===== src/rgb565_to_mono_frame_packer_core_macros.svh =====
// Assertion helpers shared by the RTL.
`ifndef RGB565_TO_MONO_FRAME_PACKER_CORE_MACROS_SVH
`define RGB565_TO_MONO_FRAME_PACKER_CORE_MACROS_SVH

`ifndef SYNTH
`define R2MFP_ASSERT(label, clk, rst, prop, msg) \
   label: assert property (@(posedge clk) disable iff (rst) prop) else $error(msg);
`define R2MFP_ASSERT_ALWAYS(label, clk, prop, msg) \
   label: assert property (@(posedge clk) prop) else $error(msg);
`else
`define R2MFP_ASSERT(label, clk, rst, prop, msg)
`define R2MFP_ASSERT_ALWAYS(label, clk, prop, msg)
`endif

`endif


===== src/r2mfp_pkg.sv =====
package r2mfp_pkg;

   localparam int FRAME_WIDTH  = 400;
   localparam int FRAME_HEIGHT = 300;
   localparam int ROW_BYTES    = (FRAME_WIDTH + 7) / 8;
   localparam int STORE_BYTES  = ROW_BYTES * FRAME_HEIGHT;
   localparam int ADDR_W       = (STORE_BYTES > 1) ? $clog2(STORE_BYTES) : 1;

   localparam logic [15:0] THRESHOLD_RESET = 16'h8000;
   localparam logic [7:0]  FILL_BYTE       = 8'hFF;
   localparam logic [7:0]  LEFT_BIT_MASK   = 8'h80;

   // request function codes
   localparam logic [1:0] FUNC_WRITE    = 2'd0;
   localparam logic [1:0] FUNC_READ     = 2'd1;
   localparam logic [1:0] FUNC_FULL_REQ = 2'd2;

   // result kinds
   localparam logic [1:0] KIND_READ    = 2'd0;
   localparam logic [1:0] KIND_FULL    = 2'd1;
   localparam logic [1:0] KIND_PARTIAL = 2'd2;

   typedef enum logic [1:0] {
      OP_WRITE,
      OP_READ,
      OP_FULL_REQ,
      OP_NONE
   } op_type;

   typedef struct packed {
      logic [1:0]  func;
      logic [8:0]  x_pos;
      logic [8:0]  y_pos;
      logic [15:0] pixel_color;
      logic        end_of_frame;
      logic [13:0] read_addr;
   } req_type;

   typedef struct packed {
      logic [1:0] out_kind;
      logic [7:0] read_byte;
      logic [8:0] rect_left;
      logic [8:0] rect_top;
      logic [8:0] rect_right;
      logic [8:0] rect_bottom;
   } rsp_type;

   // classified item handed from front to back
   typedef struct packed {
      op_type            op;
      logic              hit;    // pixel inside frame, or read address inside store
      logic [ADDR_W-1:0] addr;
      logic [7:0]        mask;
      logic              white;
      logic              eof;
      logic [8:0]        x;
      logic [8:0]        y;
   } item_type;

endpackage


===== src/r2mfp_front.sv =====
module r2mfp_front import r2mfp_pkg::*; (
   input  logic        clock,
   input  logic        reset,
   input  logic        req_valid,
   output logic        req_ready,
   input  req_type     req_data,
   input  logic        csr_write_en,
   input  logic [15:0] csr_write_data,
   input  logic        q_full,
   input  logic        clearing,
   output logic        q_push,
   output item_type    q_item
);

   logic [15:0] threshold_ff, threshold_in;
   item_type    item;

   always_comb begin
      threshold_in = csr_write_en ? csr_write_data : threshold_ff;
   end

   always_ff @(posedge clock) begin
      if (reset) begin
         threshold_ff <= THRESHOLD_RESET;
      end else begin
         threshold_ff <= threshold_in;
      end
   end

   always_comb begin
      item.op    = OP_NONE;
      item.hit   = 1'b0;
      item.addr  = '0;
      item.mask  = LEFT_BIT_MASK >> req_data.x_pos[2:0];
      item.white = (req_data.pixel_color >= threshold_ff);
      item.eof   = req_data.end_of_frame;
      item.x     = req_data.x_pos;
      item.y     = req_data.y_pos;
      unique case (req_data.func)
         FUNC_WRITE: begin
            item.op  = OP_WRITE;
            item.hit = (req_data.x_pos < FRAME_WIDTH) && (req_data.y_pos < FRAME_HEIGHT);
            if (item.hit) begin
               item.addr = ADDR_W'(req_data.y_pos) * ADDR_W'(ROW_BYTES)
                         + ADDR_W'(req_data.x_pos >> 3);
            end
         end
         FUNC_READ: begin
            item.op  = OP_READ;
            item.hit = (req_data.read_addr < STORE_BYTES);
            if (item.hit) begin
               item.addr = ADDR_W'(req_data.read_addr);
            end
         end
         FUNC_FULL_REQ: begin
            item.op = OP_FULL_REQ;
         end
         default: begin
            item.op = OP_NONE;
         end
      endcase
   end

   assign req_ready = !q_full && !clearing;
   assign q_push    = req_valid && req_ready;
   assign q_item    = item;

endmodule


===== config.mk =====
export PLATFORM = sky130hd
export DESIGN_NAME = r2mfp_front
export DESIGN_NICKNAME = d
export VERILOG_FILES = /design/src/rgb565_to_mono_frame_packer_core_macros.svh /design/src/r2mfp_pkg.sv /design/src/r2mfp_front.sv
export SDC_FILE = /design/constraint.sdc
export NUM_CORES = 1
export LEC_CHECK = 0
export CORE_ASPECT_RATIO = 1.1
export CORE_MARGIN = 10
export CORE_UTILIZATION = 42
export DETAILED_ROUTE_END_ITERATION = 7
export DONT_BUFFER_PORTS = 1
export MAX_ROUTING_LAYER = met4
export SLEW_MARGIN = 20
export SYNTH_ARGS = -nofsm -noshare
export SYNTH_HDL_FRONTEND = slang
export SYNTH_SLANG_ARGS = --single-unit

===== constraint.sdc =====
create_clock -name clock -period 3.6 [get_ports clock]
set_input_delay 0.18 -clock clock [delete_from_list [all_inputs] [get_ports clock]]
set_output_delay 0.18 -clock clock [all_outputs]
set_load 0.005 [all_outputs]

* Word-level counts from Yosys, hierarchy flattened
Index checks and enable logic that the tools add are counted.
** Cells by class
- Add/sub/neg operators :: 1
- $mul :: 1
- $lt $le $gt $ge :: 4
- Equality and inequality tests :: 2
- Shift-type cells :: 1
- Multiplexer cells :: 4
- Reductions and logical operators :: 6
** Operator list (number)
- 15-bit one-hot mux with 2 select lines :: 1
- 14-bit two-way mux :: 2
- 9-bit less-than comparator, second input constant :: 2
- 16-bit greater-or-equal comparator :: 1
- 14-bit by 6-bit adder with 14-bit output :: 1
- 14-bit less-than comparator, second input constant :: 1
- 9-bit by 5-bit multiplier with 13-bit output, second input constant :: 1
- 8-bit by 3-bit >> shifter with 8-bit output, first input constant :: 1
- 2-bit one-hot mux with 3 select lines :: 1
- 1-bit logical AND :: 3
- 2-bit by 1-bit == test with 1-bit output, second input constant :: 1
- 2-bit == test, second input constant :: 1
- 1-bit logical NOT :: 2
- 2-bit logical NOT :: 1
** Word-level totals
- Register bits :: 16
- Input port bits :: 73
- Output and inout port bits :: 47
- Word-level logic and storage cells :: 20

* Logic depth before layout (Yosys ltp)
- Word-level depth :: 4
- Gate-level depth with buffers :: 15
- Mapped depth without buffers :: 15

* Worst setup path after synthesis
OpenSTA, ideal clock, no wires.
- Path type :: in2out
- Start :: input port req_data[35] (netlist bit)
- End :: output port q_item[41] (netlist bit)
- Data arrival time :: 2.910 ns
- Required time :: 3.420 ns
- Setup slack :: 0.510 ns
- Stages on the path :: 13
- Path buffers :: 0
- Cell sequence :: ha_1 > ha_1 > inv_1 > fa_1 > inv_1 > ha_1 > or3_4 > or2_0 > o21bai_2 > xor2_2 > nor4_2 > xnor2_1 > a22o_1
** RTL lines
- start: declaration :: RTL line r2mfp_front.sv:6 : input req_type req_data,
- end: declaration :: RTL line r2mfp_front.sv:12 : output item_type q_item

==> metrics.txt <==
status=finished clean; DRC viols=0; die area=0.00945 mm2; Primary FF master, synth=dfxtp_1; Worst R2R Setup Slack=2980 ps; FFs w/ async S/R, synth=0%; Reg clk slew, reported paths=60 ps; Worst Max-Slew Pin Slew=794 ps; Area contributors post-synth=ha_1 (27%), dfxtp_1 (13%), inv_1 (6.3%); power per cell area=318 mW/mm2; crit start category=input pin; Peak VDD IR=0.000272 V; Starting Density=43.4%; Die Ht=101 um; syn_nets=438; final non-filler cell total=362; Detail Placement HPWL=5060 um; die width=93.6 um; CP arrival=3010 ps; IO buf count=0; gpl congestion=0.802; synthesized area=0.00250 mm2; YS warnings=0; max-cap violation count=0; max FFs per register=16; H-tree levels=1; Worst Hold Endpoint=threshold_ff[15]$_SDFFE_PP1P_; Fin Clk Skew=0 ps; final WL=5770 um; largest net degree at the start of global routing=18; area grow syn2layout=-0.350%; drt initial violations=42; root buffer cell=clkbuf_8; via count=1,877; capturing point of the worst reg2reg path=threshold_ff[2]$_SDFFE_PP0P_; DR WL/cell=15.9 um; clk_lat worst skew=250 ps; final instance area=0.00249 mm2; CTS tree=yes; post_cts resized=0; DP Cell Count=357; Hold Path Depth=2; Peak Freq=313 MHz; Slew Limit Fails=0; Max FO, Critical Path=6; RSZ-0062 raised after global routing=false; Top Registers=threshold_ff: 16 flops; # rows=29; worst r2r src=threshold_ff[2]$_SDFFE_PP0P_; count of final hold-check violations=0; most used cell, CP=ha_1; global-route wire length before repair=9000 um; diodes inserted=0; FF+latch count, synth=16; initial antenna violation count=0; reg2reg path depth=2; Antenna Violating Nets Remaining=0; critical path, cell by cell=ha_1, ha_1, inv_1, fa_1, inv_1, ha_1, or3_4, or2_0, o21bai_2, xor2_2, nor4_2, xnor2_1, a22o_1; layout cells sized above 1=4.91%; CTS Buf Count=3; Core Box Area=0.00577 mm2; top cells by count, synth=ha_1 (54), inv_1 (42), nor2_1 (29); top-area cell type share of the netlist area=27.0%; Setup CP Type=input pin to output pin; post-synthesis cell count=306; worst hold start=reset; cell taking the most area after synthesis=ha_1; leakage=1.22 nW; post-synthesis sequential area ratio=12.8%; vias per cell=5.19; min cycle time layout=3190 ps; top-count cell post-synth=ha_1; clk buf depth=2; vias in the first global route=1,883; critical path capture point type=output pin; Detailed Routing Iterations Pass 1=4; num ports=120; slowest CP cell=fa_1; Relative slew margins=46.8%; GRT Residual Overflow=0; syn_area_per_cell=8.18 um2; register with the most flip-flops=threshold_ff; total negative slack=0 ps; EDFF count, synth=0; worst path required time=3420 ps; Yosys cell types=50; fill count=579; HP Class=input pin to flip-flop; Max stage delay on crit path=490 ps; Layout Nets=418; Sink Count=16; Post-DP Area=0.00243 mm2; GRT Resource Usage Total=11.9%; final setup violating endpoints=0; Util after Layout=43.2%; Tcrit/Tclk final=88.7%
==> per-layer routing <==
layer | vias to the layer above | track usage (%) | routed length (um)
met1 | 829 | 13.5 | 2430
li1 | 978 | - | -
met2 | 68 | 19.5 | 2700
met3 | 2 | 5.22 | 627
met5 | - | - | 0
met4 | 0 | 1.40 | 10
==> cells by family (layout without fill, tap and decap cells) <==
logic type	after synthesis	in the layout	share of synthesized area (%)
AND/OR/NAND/NOR	74	74	15.1
buffers and inverters	68	47	13.1
adder cells (fa/ha/maj)	59	59	31.0
AO/OA/AOI/OAI	58	58	16.1
XOR/XNOR	16	16	5.90
flip-flops	16	16	12.8
multiplexers	15	15	6.00
==> cell type report <==
class                   instances  area (um2)  area share (%)
multi-input cells             222        1850            74.4
well taps                      77        96.3            3.86
clock buffers                   4        55.1            2.21
inverters                      42         158            6.32
flip-flops and latches         16         320            12.8
repair buffers                  1        10.0           0.401
==> critical path, delay by kind of cell <==
kind	cells	cell delay, ps
buffers and inverters	2	90
AND/OR/NAND/NOR	3	880
AO/OA/AOI/OAI	2	320
adder cells (fa/ha/maj)	4	1290
XOR/XNOR	2	250
==> repair_timing <==
action	in CTS	in global routing
buffers inserted	0	0
hold endpoints to repair	15	0
hold buffers	1	0
==> cell usage in the layout, fill, tap and decap left out, types with 2 or more instances in the layout <==
cell type  count
a22o_1         4
o211ai_1       2
nor3b_1        3
fa_1           5
and3b_1        3
nor3b_2        2
nor3_1         4
nand3_1        2
nand4_1        2
a21oi_1        9
nand2_1       17
o31ai_1        2
xor2_1         8
o21bai_1       2
mux2i_1       15
ha_1          54
dfxtp_1       16
inv_1         42
o21a_1         3
o21ai_0        8
o21ai_1        8
clkbuf_8       4
a211oi_1       2
nor2_1        29
xnor2_1        7
nand2b_1       2
a21o_1         9
==> how the worst max path moves through the flow <==
| stage | startpoint | endpoint | slack (ps) | depth (start not counted) |
|---|---|---|---|---|
| floorplan | req_data[35] | q_item[41] | 510 | 13 |
| global placement | req_data[35] | q_item[41] | 420 | 13 |
| detailed placement | req_data[35] | q_item[41] | 400 | 13 |
| CTS | req_data[35] | q_item[41] | 390 | 13 |
| global route | req_data[32] | q_item[41] | 140 | 11 |
| finish | req_data[35] | q_item[41] | 410 | 13 |
==> power breakdown <==
part | switching (mW) | internal [mW]
clock network | 0.0592 | 0.0970
logic | 0.239 | 0.205
registers | 0.00520 | 0.188
==> per-stage QoR <==
step	power [mW]	setup slack, ps	hold WS, ps
global placement	0.636	419	255
floorplan	0.593	510	310
global route	0.874	141	60.8
detailed placement	0.641	396	256
CTS	0.808	391	44.6
finish	0.794	406	51.5
Note: power is estimated with default switching activity, not from simulation.
