File: config.mk
export PLATFORM = sky130hd
export DESIGN_NAME = r2mfp_queue
export DESIGN_NICKNAME = d
export VERILOG_FILES = /design/src/r2mfp_pkg.sv /design/src/r2mfp_queue.sv
export VERILOG_INCLUDE_DIRS = /design/src /design/src/src
export SDC_FILE = /design/constraint.sdc
export NUM_CORES = 1
export LEC_CHECK = 0
export ABC_CLOCK_PERIOD_IN_PS = 3900
export BUFFER_PORTS_ARGS = -buffer_cell sky130_fd_sc_hd__clkbuf_2
export CORE_ASPECT_RATIO = 1.25
export CORE_MARGIN = 3
export CORE_UTILIZATION = 52
export CTS_CLUSTER_SIZE = 12
export DETAILED_ROUTE_END_ITERATION = 7
export PLACE_DENSITY = 0.79
export SYNTH_ARGS = -nofsm -noshare
export SYNTH_HDL_FRONTEND = slang
export SYNTH_SLANG_ARGS = --single-unit
File: constraint.sdc
create_clock -name clock -period 3.9 [get_ports clock]
set_clock_uncertainty 0.1 [all_clocks]
set_input_delay 0.78 -clock clock [delete_from_list [all_inputs] [get_ports clock]]
set_output_delay 0.78 -clock clock [all_outputs]
set_load 0.02 [all_outputs]
File: src/rgb565_to_mono_frame_packer_core_macros.svh
// Assertion helpers shared by the RTL.
`ifndef RGB565_TO_MONO_FRAME_PACKER_CORE_MACROS_SVH
`define RGB565_TO_MONO_FRAME_PACKER_CORE_MACROS_SVH

`ifndef SYNTH
`define R2MFP_ASSERT(label, clk, rst, prop, msg) \
   label: assert property (@(posedge clk) disable iff (rst) prop) else $error(msg);
`define R2MFP_ASSERT_ALWAYS(label, clk, prop, msg) \
   label: assert property (@(posedge clk) prop) else $error(msg);
`else
`define R2MFP_ASSERT(label, clk, rst, prop, msg)
`define R2MFP_ASSERT_ALWAYS(label, clk, prop, msg)
`endif

`endif

File: src/r2mfp_pkg.sv
package r2mfp_pkg;

   localparam int FRAME_WIDTH  = 400;
   localparam int FRAME_HEIGHT = 300;
   localparam int ROW_BYTES    = (FRAME_WIDTH + 7) / 8;
   localparam int STORE_BYTES  = ROW_BYTES * FRAME_HEIGHT;
   localparam int ADDR_W       = (STORE_BYTES > 1) ? $clog2(STORE_BYTES) : 1;

   localparam logic [15:0] THRESHOLD_RESET = 16'h8000;
   localparam logic [7:0]  FILL_BYTE       = 8'hFF;
   localparam logic [7:0]  LEFT_BIT_MASK   = 8'h80;

   // request function codes
   localparam logic [1:0] FUNC_WRITE    = 2'd0;
   localparam logic [1:0] FUNC_READ     = 2'd1;
   localparam logic [1:0] FUNC_FULL_REQ = 2'd2;

   // result kinds
   localparam logic [1:0] KIND_READ    = 2'd0;
   localparam logic [1:0] KIND_FULL    = 2'd1;
   localparam logic [1:0] KIND_PARTIAL = 2'd2;

   typedef enum logic [1:0] {
      OP_WRITE,
      OP_READ,
      OP_FULL_REQ,
      OP_NONE
   } op_type;

   typedef struct packed {
      logic [1:0]  func;
      logic [8:0]  x_pos;
      logic [8:0]  y_pos;
      logic [15:0] pixel_color;
      logic        end_of_frame;
      logic [13:0] read_addr;
   } req_type;

   typedef struct packed {
      logic [1:0] out_kind;
      logic [7:0] read_byte;
      logic [8:0] rect_left;
      logic [8:0] rect_top;
      logic [8:0] rect_right;
      logic [8:0] rect_bottom;
   } rsp_type;

   // classified item handed from front to back
   typedef struct packed {
      op_type            op;
      logic              hit;    // pixel inside frame, or read address inside store
      logic [ADDR_W-1:0] addr;
      logic [7:0]        mask;
      logic              white;
      logic              eof;
      logic [8:0]        x;
      logic [8:0]        y;
   } item_type;

endpackage

File: src/r2mfp_queue.sv
`include "rgb565_to_mono_frame_packer_core_macros.svh"

module r2mfp_queue import r2mfp_pkg::*; (
   input  logic     clock,
   input  logic     reset,
   input  logic     push,
   input  item_type push_item,
   output logic     full,
   input  logic     pop,
   output logic     head_valid,
   output item_type head_item
);

   item_type   entry_ff [2];
   logic       wr_ptr_ff, wr_ptr_in;
   logic       rd_ptr_ff, rd_ptr_in;
   logic [1:0] count_ff, count_in;

   always_comb begin
      wr_ptr_in = push ? !wr_ptr_ff : wr_ptr_ff;
      rd_ptr_in = pop ? !rd_ptr_ff : rd_ptr_ff;
      count_in  = count_ff + 2'(push) - 2'(pop);
   end

   always_ff @(posedge clock) begin
      if (reset) begin
         wr_ptr_ff <= 1'b0;
         rd_ptr_ff <= 1'b0;
         count_ff  <= 2'd0;
      end else begin
         wr_ptr_ff <= wr_ptr_in;
         rd_ptr_ff <= rd_ptr_in;
         count_ff  <= count_in;
      end
   end

   always_ff @(posedge clock) begin
      if (push) begin
         entry_ff[wr_ptr_ff] <= push_item;
      end
   end

   assign full       = (count_ff == 2'd2);
   assign head_valid = (count_ff != 2'd0);
   assign head_item  = entry_ff[rd_ptr_ff];

   `R2MFP_ASSERT(a_q_count_bound, clock, reset, count_ff != 2'd3, "queue count out of range")
   `R2MFP_ASSERT(a_q_no_underflow, clock, reset, pop |-> count_ff != 2'd0, "pop from empty queue")
   `R2MFP_ASSERT(a_q_no_overflow, clock, reset, push |-> !full, "push into full queue")

endmodule

# Word-level counts from Yosys, hierarchy flattened
# Memories as Yosys holds them, arrays and structs flattened. A register that Yosys moved wholly into a read port is not among the register bits.
# Index checks and enable logic that the tools add are counted.
[op_classes] n_addsub=2 n_eq_ne=1 mux=4 reduce_logical=3
[op_table] operator="$mux W1" count=4
[op_table] operator="$add A2 B1 Y2" count=1
[op_table] operator="$eq A2 B2 Y1 const B" count=1
[op_table] operator="$logic_not A1 Y1" count=2
[op_table] operator="$reduce_bool A2 Y1" count=1
[op_table] operator="$sub A2 B1 Y2" count=1
[word_totals] regBits=4 ram_bits=90 in_bits=49 wordCells=14 memories=1
[mem_list] memory="entry_ff" words=2 word_bits=45 rd=1 rd_ports_with_merged_regs=1 write_ports=1 line_no="r2mfp_queue.sv:14" text="item_type entry_ff [2];"

# Longest topological paths before layout
# Gate-level depths: netlist (run 1).
[logic_depth] depth_word=3 depth_mapped=6

# Worst setup path after synthesis (run 1)
# Ideal clock, no wire load.
[synth_timing] path_kind="input port to flip-flop" start="input port push" end="memory entry_ff[0][0] (netlist name), enable pin" arrival_time_ns=2.783 required_ns=3.347 slack_ns=0.564 stages=1 path_buffers=0 path_cell_list="nor2b_1"
[synth_via] elab_chain_len=2
[synth_rtl] item="from (decl)" line_no="r2mfp_queue.sv:6" text="input logic push,"
[synth_rtl] item="$mux W1" line_no="r2mfp_queue.sv:38" text="if (push) begin"
[synth_rtl] item="$mux W1 (implied by the code)" line_no="r2mfp_queue.sv:39" text="entry_ff[wr_ptr_ff] <= push_item;"
[synth_rtl] item="to (decl)" line_no="r2mfp_queue.sv:14"
# No other way between the ends.

==> results.json, run 1 <==
{
  "avgSynthCellArea_um2": 22.8,
  "rsz0062_at_grt": "no",
  "die_w_um": 81.1,
  "r2r_cells": 1,
  "fin_crit_sh": 0.737,
  "seq_area_frac_synth": 0.764,
  "min-delay-start": "rd_ptr_ff",
  "tightestPinTransition_ps": 1060,
  "cts_made_buffers": 9,
  "grt_max_degree": 46,
  "dr.pass1.iters": 4,
  "ys_types": 14,
  "ctsLongestPathBuffers": 2,
  "setup_viol": 0,
  "avgViaCountPerCell": 4.90,
  "most-common-layout-cells": "clkbuf_2, edfxtp_1, mux2_4",
  "endpoint_kind": "output pin",
  "clk_pin_slew_worst_paths_ps": 80,
  "nFillCells": 491,
  "cts_resized": 0,
  "hold_buffers": 0,
  "rows": 33,
  "cap_violations": 0,
  "fp.dieH_um": 99.9,
  "clockRootBuffer": "clkbuf_8",
  "cp-start-kind": "flop",
  "routedWlPerCell_um": 16.2,
  "register_area_um2": 2800,
  "port_buffers": 95,
  "ys_seq_elements": 95,
  "mostFrequentLayoutCell": "clkbuf_2",
  "num_io_pins": 96,
  "yosysTopAreaCell": "edfxtp_1",
  "status": "finished, final reports clean",
  "ys_warn_count": 0,
  "dp_hpwl_um": 4040,
  "synth.top_cells.by_area": "edfxtp_1, mux2_4, dfxtp_1, buf_12, mux2_2",
  "drtIter0Drc": 71,
  "yosysTopAreaCellShare": 0.736,
  "regToRegStartpoint": "wr_ptr_ff",
  "whs_path_depth": 2,
  "diodes": 0,
  "area_growth_pct": 19.7,
  "finalCriticalPeriod_ps": 2870,
  "finalPower_mw": 2.17,
  "hp-class": "reg2reg",
  "peakVddDrop_mv": 0.364,
  "clock_latency_ps": 340,
  "relSlewSlack": 0.294,
  "drc": 0,
  "power_density_nw_per_um2": 494,
  "rrSetupSlack_ps": 2120,
  "syn-instance-count": 161,
  "wl_um": 5800,
  "nets": 316,
  "critical_path_class": "reg2out",
  "initial_core_util": 0.549,
  "synthesis.area_um2": 3670,
  "track_usage": 0.153,
  "coreArea_um2": 6690,
  "antenna_left": 0,
  "dieArea_um2": 8110,
  "grt_first_pass_wirelength_um": 8900,
  "overflow": 0,
  "power_leakage_nw": 1.77,
  "slew_viol_final": 0,
  "first_global_vias": 1816,
  "num_vias": 1750,
  "reg2reg_to": "entry_ff[1][38]",
  "critical_path_arrival_ps": 1990,
  "antenna_found_initial": 0,
  "gp_congestion": 0.722,
  "synth_nets": 212,
  "worstPathRequired_ps": 3020,
  "multi_input_area_um2": 777,
  "drive_above_1_share": 0.604,
  "fmax_mhz": 348,
  "hold_end": "rd_ptr_ff",
  "post_cts_buffers": 0,
  "cp_max_fo": 21,
  "htreeDepth": 3,
  "fin_setup_tns_ps": 0,
  "cts.sinks": 95,
  "hold_viol_final": 0,
  "tritoncts": "done"
}
cell families (layout without fill, tap and decap cells):
kind of cell	after synthesis	in the layout	synth area share
and+or+nand+nor	9	9	0.0126
DFF	95	95	0.764
muxes	45	45	0.179
buffers and inverters	7	116	0.0269
xor gates and xnor gates	3	3	0.0109
adders and majority gates	2	2	0.00682
how the worst max path moves through the flow:
stage / startpoint / to / slack [ps]
after floorplan: push / entry_ff[0][0] / 560
after global placement: flop / head_item[7] / 1390
after detailed placement: flop / head_item[7] / 1370
after CTS: flop / head_item[7] / 980
after global routing: flop / head_item[5] / 910
final: flop / head_item[7] / 1030
cell usage after synthesis (all sizes together):
cell,n
buf,5
and2,1
nor2b,3
edfxtp,90
or2,1
mux2,45
nor2,4
ha,2
inv,2
dfxtp,5
xnor2,2
xnor3,1
flip-flops by register name, indices dropped and copies added (netlist names), named ones only:
register	flops
wr_ptr_ff	1
count_ff	2
rd_ptr_ff	1
entry_ff	90
metrics by stage:
step | utilization | std cells | worst slack, ps | hold WS (ps) | cell area (um2)
global route | 0.657 | 357 | 908 | 453 | 4390
finish | 0.657 | 357 | 1030 | 419 | 4390
global placement | 0.627 | 341 | 1390 | 394 | 4200
floorplan | - | 161 | 564 | 380 | 3670
CTS | 0.657 | 357 | 982 | 423 | 4390
detailed placement | 0.627 | 341 | 1370 | 403 | 4200
layer usage:
| layer | global-route usage | up-vias | wire (um) |
|---|---|---|---|
| met2 | 0.248 | 61 | 2980 |
| li1 | - | 827 | - |
| met3 | 0.0548 | 9 | 377 |
| met4 | 0.0676 | 0 | 106 |
| met1 | 0.183 | 853 | 2330 |
| met5 | 0 | - | 0 |
critical path, cell delays in order (launching register included):
cell      delay (ps)
dfxtp_2          740
buf_4            410
mux2_4           340
clkbuf_2         160
final cells by class:
| class | instances | area share |
|---|---|---|
| Sequential cell | 95 | 0.638 |
| Multi-Input combinational cell | 59 | 0.177 |
| Timing Repair Buffer | 98 | 0.113 |
| Clock buffer | 9 | 0.0282 |
| Tap cell | 87 | 0.0248 |
| Clock inverter | 7 | 0.0168 |
| Inverter | 2 | 0.00171 |
report_power, final:
group | switching [mW] | leakage (nW) | internal, mW
clock | 0.325 | 0.0875 | 0.296
sequential | 0.0299 | 0.887 | 1.19
combinational | 0.176 | 0.796 | 0.155
total | 0.531 | 1.77 | 1.64
Note: power is estimated with default switching activity, not from simulation.
==> run 2: changes to the inputs <==
ABC_CLOCK_PERIOD_IN_PS = 2400   (was 3900)
CORE_UTILIZATION = 47   (was 52)
PLACE_DENSITY = 0.75   (was 0.79)
clock period = 2.4 ns   (was 3.9 ns; I/O delays follow)
==> run 2 against run 1 <==
Effect of this change:
- cell count up 2.2%
- flip-flop and latch count is the same
- count of clock-buffer cells in the layout is 1 higher
- first-iteration DRC count up 82%
- largest power group unchanged
- via count rose by 1.6%
- clock power increased by 76%
- sequential power increased by 61%
- power rose by 67%
- wire length is 6.0% higher
- critical endpoint is now head_item[44]
- global-route usage fell by 0.92 points
- critical path depth stayed put
- utilization decreased by 6.1 points
==> results.json, run 2 (synthesis results as in run 1) <==
{
  "status": "finished, final reports clean",
  "overflow": 0,
  "cap_violations": 0,
  "cp-start-kind": "flop",
  "antenna_left": 0,
  "power_density_nw_per_um2": 811,
  "cp_cell_sequence": "buf_12 > mux2_2 > clkbuf_2",
  "hold_ws_ps": 222,
  "rsz0062_at_grt": "no",
  "coreArea_um2": 7490,
  "critical_path_arrival_ps": 1620,
  "diodes": 0,
  "crit_family": "flip-flops",
  "relSlewSlack": 0.763,
  "stdcell_count": 365,
  "dp_hpwl_um": 4480,
  "nets": 319,
  "routedWlPerCell_um": 16.8,
  "fp.dieH_um": 105,
  "initial_core_util": 0.490,
  "antenna_found_initial": 0,
  "tritoncts": "done",
  "finalCriticalPeriod_ps": 2200,
  "dr.pass1.iters": 4,
  "largestRegisters": "entry_ff x90, count_ff x2",
  "avgViaCountPerCell": 4.87,
  "cp_max_fo": 18,
  "gr-usage-met2": 0.266,
  "grt_max_degree": 26,
  "area_growth_pct": 21.6,
  "num_io_pins": 96,
  "clock_latency_ps": 330,
  "layout_setup_ws_ps": 197,
  "reg2reg_to": "count_ff[1]",
  "rows": 35,
  "largest_reg_flops": 90,
  "dp.cells": 349,
  "cts_made_buffers": 9,
  "die_w_um": 85.0,
  "met3_usage": 0.0371,
  "mostFrequentLayoutCell": "clkbuf_2",
  "slowest_stage": "dfxtp_2",
  "max_stage_delay_ps": 550,
  "cts_resized": 0,
  "wl_um": 6150,
  "pre_cts_ws_ps": 538,
  "regToRegStartpoint": "count_ff[0]",
  "fin_setup_tns_ps": 0,
  "regMostFlops": "entry_ff",
  "fmax_mhz": 454,
  "fin_crit_sh": 0.918,
  "grt-busiest-layer": "met2",
  "dieArea_um2": 8910,
  "tightestPinTransition_ps": 356,
  "final_area_um2": 4460,
  "grt_first_pass_wirelength_um": 9490,
  "hold_buffers": 0,
  "r2r_cells": 6,
  "clk_pin_slew_worst_paths_ps": 90,
  "hp-class": "in2reg",
  "htreeDepth": 3,
  "gp_congestion": 0.681,
  "cp.depth": 3,
  "endpoint_kind": "output pin",
  "worstPathRequired_ps": 1820,
  "peakVddDrop_mv": 0.504,
  "slew_viol_final": 0,
  "hold_viol_final": 0,
  "power_leakage_nw": 1.81,
  "timing.critical_path.buf_inv": 2,
  "most-common-layout-cells": "clkbuf_2, edfxtp_1, mux2_4",
  "cts.sinks": 95,
  "clockRootBuffer": "clkbuf_8",
  "final_util": 0.596,
  "ctsLongestPathBuffers": 2,
  "rrSetupSlack_ps": 890,
  "critical_path_class": "reg2out",
  "placedInstanceArea_um2": 4250,
  "post_cts_buffers": 0,
  "setup_viol": 0,
  "finalPower_mw": 3.62,
  "port_buffers": 95,
  "crit_end": "head_item[44]",
  "drive_above_1_share": 0.601,
  "nFillCells": 569,
  "drtIter0Drc": 129,
  "track_usage": 0.144,
  "drc": 0,
  "num_vias": 1778,
  "grt_use_met1": 0.142,
  "first_global_vias": 1916
}
run 2: worst min-delay path by stage:
stage,endpoint,startpoint,cells past startpoint,slack (ps)
floorplan,flop,rd_ptr_ff,2,380
finish,entry_ff[0][17],push_item[17],1,220
global route,entry_ff[0][35],push_item[35],1,200
global placement,rd_ptr_ff,rd_ptr_ff,2,400
detailed placement,rd_ptr_ff,rd_ptr_ff,2,410
CTS,entry_ff[0][17],push_item[17],1,200
run 2: where the power goes:
part	switching [mW]	internal (mW)
sequential	0.0407	1.93
clock	0.506	0.584
combinational	0.294	0.264
total	0.841	2.78
run 2: final cells by class:
type	count	area [um2]	share of cell area
Sequential cell	95	2800	0.628
Multi-Input combinational cell	59	777	0.174
Timing Repair Buffer	101	546	0.122
Clock buffer	10	128	0.0286
Tap cell	92	115	0.0258
Clock inverter	6	85.1	0.0191
Inverter	2	7.51	0.00168
run 2: worst register-to-register path, cell delays in order (launching register included):
cell and delay (ps):
dfxtp_1 360, inv_1 60, ha_1 280, inv_1 60
ha_1 140, xnor3_1 370, nor2_1 90
run 2: routing by layer:
metal | routed length (um) | share of wire | up-vias
met2 | 3590 | 0.58 | 45
li1 | - | - | 839
met5 | 0 | 0 | -
met3 | 317 | 0.052 | 8
met1 | 2120 | 0.34 | 886
met4 | 120 | 0.020 | 0
